File: src/hdl/frp_pkg.sv
// ----------------------------------------------------------------------------
// FIFO replacement policy package
// Sizes, request codes, controller states and the command and status
// bundles shared by the controller and the datapath.
// ----------------------------------------------------------------------------
package frp_pkg;

  // Cache geometry.
  localparam int SETS     = 2048;
  localparam int WAYS     = 16;
  localparam int AGE_BITS = 16;

  // Fixed field widths of the request and result ports.
  localparam int SET_IDX_W = 11;
  localparam int WAY_W     = 4;
  localparam int VICTIM_W  = 4;

  // Derived sizes.
  localparam int SET_W     = (SETS > 1) ? $clog2(SETS) : 1;
  localparam int WAY_IDX_W = $clog2(WAYS);
  localparam int NODES     = 2 ** WAY_IDX_W;
  localparam int LVL_W     = $clog2(WAY_IDX_W + 1);
  localparam int ROW_W     = WAYS * AGE_BITS;

  localparam logic [AGE_BITS-1:0] AGE_MAX = '1;

  // Request operation codes.
  localparam logic OP_QUERY  = 1'b0;
  localparam logic OP_UPDATE = 1'b1;

  typedef enum logic [2:0] {
    ST_CLEAR,
    ST_IDLE,
    ST_WRITE,
    ST_LOAD,
    ST_REDUCE,
    ST_FINISH
  } frp_state_t;

  typedef struct packed {
    logic rd_en;
    logic capture;
    logic clr_en;
    logic wr_en;
    logic cand_load;
    logic reduce;
    logic out_load;
  } frp_cmd_t;

  typedef struct packed {
    logic clr_last;
    logic req_update;
    logic req_in_range;
    logic red_last;
    logic out_free;
  } frp_status_t;

endpackage

File: src/hdl/frp_ctrl.sv
// ----------------------------------------------------------------------------
// FIFO replacement policy controller
// Sequences the clearing pass, the read-modify-write of an update and the
// staged oldest-way search of a query.
// ----------------------------------------------------------------------------
module frp_ctrl import frp_pkg::*; (
  input  logic        clk,
  input  logic        rst,
  input  logic        req_valid,
  output logic        req_ready,
  input  frp_status_t status,
  output frp_cmd_t    cmd
);

  frp_state_t state, state_next;

  always_ff @(posedge clk) begin
    if (rst) begin
      state <= ST_CLEAR;
    end else begin
      state <= state_next;
    end
  end

  always_comb begin
    state_next = state;
    cmd        = '0;
    req_ready  = 1'b0;
    unique case (state)
      ST_CLEAR: begin
        cmd.clr_en = 1'b1;
        if (status.clr_last) begin
          state_next = ST_IDLE;
        end
      end
      ST_IDLE: begin
        req_ready = 1'b1;
        if (req_valid) begin
          cmd.capture = 1'b1;
          cmd.rd_en   = 1'b1;
          if (status.req_update) begin
            state_next = status.req_in_range ? ST_WRITE : ST_IDLE;
          end else begin
            state_next = status.req_in_range ? ST_LOAD : ST_FINISH;
          end
        end
      end
      ST_WRITE: begin
        cmd.wr_en  = 1'b1;
        state_next = ST_IDLE;
      end
      ST_LOAD: begin
        cmd.cand_load = 1'b1;
        state_next    = ST_REDUCE;
      end
      ST_REDUCE: begin
        cmd.reduce = 1'b1;
        if (status.red_last) begin
          state_next = ST_FINISH;
        end
      end
      ST_FINISH: begin
        if (status.out_free) begin
          cmd.out_load = 1'b1;
          state_next   = ST_IDLE;
        end
      end
      default: begin
        state_next = ST_CLEAR;
      end
    endcase
  end

endmodule

File: config.mk
export PLATFORM = sky130hd
export DESIGN_NAME = frp_ctrl
export DESIGN_NICKNAME = d
export VERILOG_FILES = /design/src/hdl/frp_pkg.sv /design/src/hdl/frp_ctrl.sv
export SDC_FILE = /design/constraint.sdc
export NUM_CORES = 1
export LEC_CHECK = 0
export BUFFER_PORTS_ARGS = -buffer_cell sky130_fd_sc_hd__buf_4
export CORE_AREA = 2 2 39 41
export DETAILED_ROUTE_END_ITERATION = 10
export DIE_AREA = 0 0 41 43
export HOLD_SLACK_MARGIN = 0.02
export PLACE_DENSITY = 0.39
export RECOVER_POWER = 100
export SETUP_SLACK_MARGIN = 0.2
export SLEW_MARGIN = 20
export SYNTH_ARGS = -nofsm -noshare
export SYNTH_HDL_FRONTEND = slang
export SYNTH_SLANG_ARGS = --single-unit
File: constraint.sdc
create_clock -name clk -period 1.4 [get_ports clk]
set_input_delay 0.14 -clock clk [delete_from_list [all_inputs] [get_ports clk]]
set_output_delay 0.14 -clock clk [all_outputs]
set_load 0.02 [all_outputs]
==> results.sh <==
export IMPL_ys_types=19
export IMPL_gr_total_overflow=0
export IMPL_clockPowerShare_pct=37.8
export IMPL_die_w_um=41
export IMPL_cp_cell_sequence="buf_4 > and3_4 > buf_6"
export IMPL_ioPinCount=16
export IMPL_cts_root_buffer_cell="clkbuf_4"
export IMPL_largest_reg_flops=3
export IMPL_p_int_mw=0.285
export IMPL_slew_headroom_pct=83.3
export IMPL_syn_area_um2=220
export IMPL_fin_nets=57
export IMPL_via_count=276
export IMPL_ys_warn_count=0
export IMPL_dp_slack_ps=312
export IMPL_peakVddDrop_mv=0.310
export IMPL_cts_sinks=3
export IMPL_setup_worst_path_start="state[1]$_SDFFE_PP0P_"
export IMPL_wl_per_cell_um=10.5
export IMPL_synthCells=26
export IMPL_synthTopCellsByArea="dfxtp_1, o41ai_2, buf_4"
export IMPL_reg_top3="state: 3 flops"
export IMPL_final_max_slew_viol_count=0
export IMPL_hold_class="in -> reg"
export IMPL_crit_path_end_kind="output pin"
export IMPL_crit_type="reg -> out"
export IMPL_yosys_cell_count_top_type="dfxtp_1"
export IMPL_sequentialPowerShare_pct=25.4
export IMPL_period_needed_ps=1270
export IMPL_critical_path_top_delay_family="flip-flops"
export IMPL_area_delta_synth_final_pct=96.6
export IMPL_max_stage_delay_ps=430
export IMPL_synth_top_area_share_pct=27.3
export IMPL_ys_async_sr_fraction_pct=0
export IMPL_die_area_um2=1760
export IMPL_dp_hpwl_um=500
export IMPL_fin_crit_sh_pct=90.9
export IMPL_max_freq_mhz=786
export IMPL_drt_initial_drc_count=2
export IMPL_path_buf_inv=2
export IMPL_comb_power_share_pct=36.9
export IMPL_ys_ff_latch=3
export IMPL_antennaDiodeCount=0
export IMPL_routed_via_density=4.31
export IMPL_rr_startpoint="state[2]$_SDFFE_PP0P_"
export IMPL_seq_area_frac_synth_pct=27.3
export IMPL_critPathRequiredTime_ps=1260
export IMPL_drive_gt1_share_pct=60.4
export IMPL_start_util_pct=15.9
export IMPL_top_register="state"
export IMPL_cts_buffers=3
export IMPL_drv_cap=0
export IMPL_p_per_area_nw_per_um2=946
export IMPL_grt_setup_unrepaired="true"
export IMPL_fin_skew_ps=2.50
export IMPL_switching_share_pct=30.5
export IMPL_tightest_slew_ps=249
export IMPL_num_rows=14
export IMPL_gp_congestion=0.685
export IMPL_clk_latency_ps=230
export IMPL_die_h_um=43
export IMPL_cts_max_level=1
export IMPL_synth_ff_type="dfxtp_1"
export IMPL_cts_clk_slew_worst_paths_ps=40
export IMPL_grt_max_degree=9
export IMPL_switching_power_mw=0.125
export IMPL_cp_max_fo=5
export IMPL_cpMaxStageDelayCell="dfxtp_1"
export IMPL_synth_edff_count=0
export IMPL_cts_hold_buf=0
export IMPL_wl_um=673
export IMPL_core_um2=1380
export IMPL_grt_pass1_wl_um=1100
export IMPL_cts_tree="done"
export IMPL_cp_start_kind="register"
export IMPL_grt_pass1_vias=283
export IMPL_clk_path_buf_depth=2
export IMPL_leakage_nw=0.194
export IMPL_drc=0
export IMPL_antenna_found_initial=0
export IMPL_fin_ws_ps=128
export IMPL_cp_data_arrival_time_ps=1130
export IMPL_port_buffers=15
export IMPL_hold_viol=0
export IMPL_final_setup_tns_ps=0
export IMPL_synth_nets=34
export IMPL_status="completed"
export IMPL_syn_area_per_cell_um2=8.47
export IMPL_dr_pass1_iters=3
export IMPL_finalSetupViolations=0
export IMPL_grt_use_total_pct=9.13
export IMPL_ant_nets=0
export IMPL_synth_top_cell_by_area="dfxtp_1"
export IMPL_min_from="rst"
[path summary, 6_finish.rpt]
check / cells after the start / slack [ps] / to
min reg2reg: 3 / 660 / state[2]$_SDFFE_PP0P_
min: 2 / 90 / state[2]$_SDFFE_PP0P_
max reg2reg: 4 / 360 / state[0]$_SDFFE_PP0P_
max: 3 / 130 / cmd[2]
[metal layers]
metal	GRT usage [%]	routed length, µm	vias to the layer above
li1	-	-	138
met1	10.9	260	124
met2	13.4	337	14
met3	5.76	76	0
met4	2.00	0	0
met5	0	0	-
[layout by cell type, fill, tap and decap left out]
master	synthesis	final
buf_4	2	13
clkbuf_4	0	3
clkbuf_1	0	3
nand2b_1	2	2
nor2_1	2	2
nor3b_1	2	2
nor3_1	2	2
buf_6	0	2
clkbuf_2	0	2
dfxtp_4	0	2
inv_4	0	1
and3_4	0	1
nor3b_4	0	1
nand2_1	1	1
and2_4	0	1
and4_4	1	1
nor2b_1	1	1
a211oi_1	1	1
o21ai_0	1	1
o41ai_2	1	1
and3b_1	1	1
o211ai_1	1	1
a21oi_1	1	1
buf_12	0	1
dfxtp_1	3	1
[power groups by stage]
stage	Combinational (mW)	Sequential, mW	Clock, mW
global placement	0.116	0.111	0
global route	0.163	0.105	0.170
floorplan	0.0875	0.102	0
finish	0.151	0.104	0.155
CTS	0.152	0.104	0.160
detailed placement	0.116	0.112	0
[stage by stage]
stage / std cells / util (%) / power [mW] / instance area [µm²] / hold WS, ps
after floorplan: 26 / - / 0.190 / 238 / 209
after global placement: 55 / 25.1 / 0.228 / 348 / 340
after detailed placement: 55 / 25.1 / 0.229 / 348 / 343
after CTS: 62 / 30.9 / 0.416 / 428 / 82.9
after global routing: 64 / 31.3 / 0.438 / 433 / 83.9
final: 64 / 31.3 / 0.410 / 433 / 87.1
[timing repair]
item / CTS / global route
endpoints found under the setup margin: 6 / 7
gates cloned: 0 / 0
resized for setup: 7 / 5
pin swaps: 2 / 4
setup buffers: 3 / 2
[cell type report]
cell class | instances | area (µm²)
Clock buffer | 4 | 26.3
Fill cell | 160 | 951
Inverter | 1 | 6.26
Multi-Input combinational cell | 20 | 155
Sequential cell | 3 | 67.6
Tap cell | 16 | 20.0
Timing Repair Buffer | 20 | 158
[cell families after synthesis]
kind of cell | share of synthesized area, %
buffers and inverters | 8.52
and+or+nand+nor | 45.5
DFF | 27.3
AOI/OAI and AO/OA | 18.8
Power figures use the tool's default switching activity.
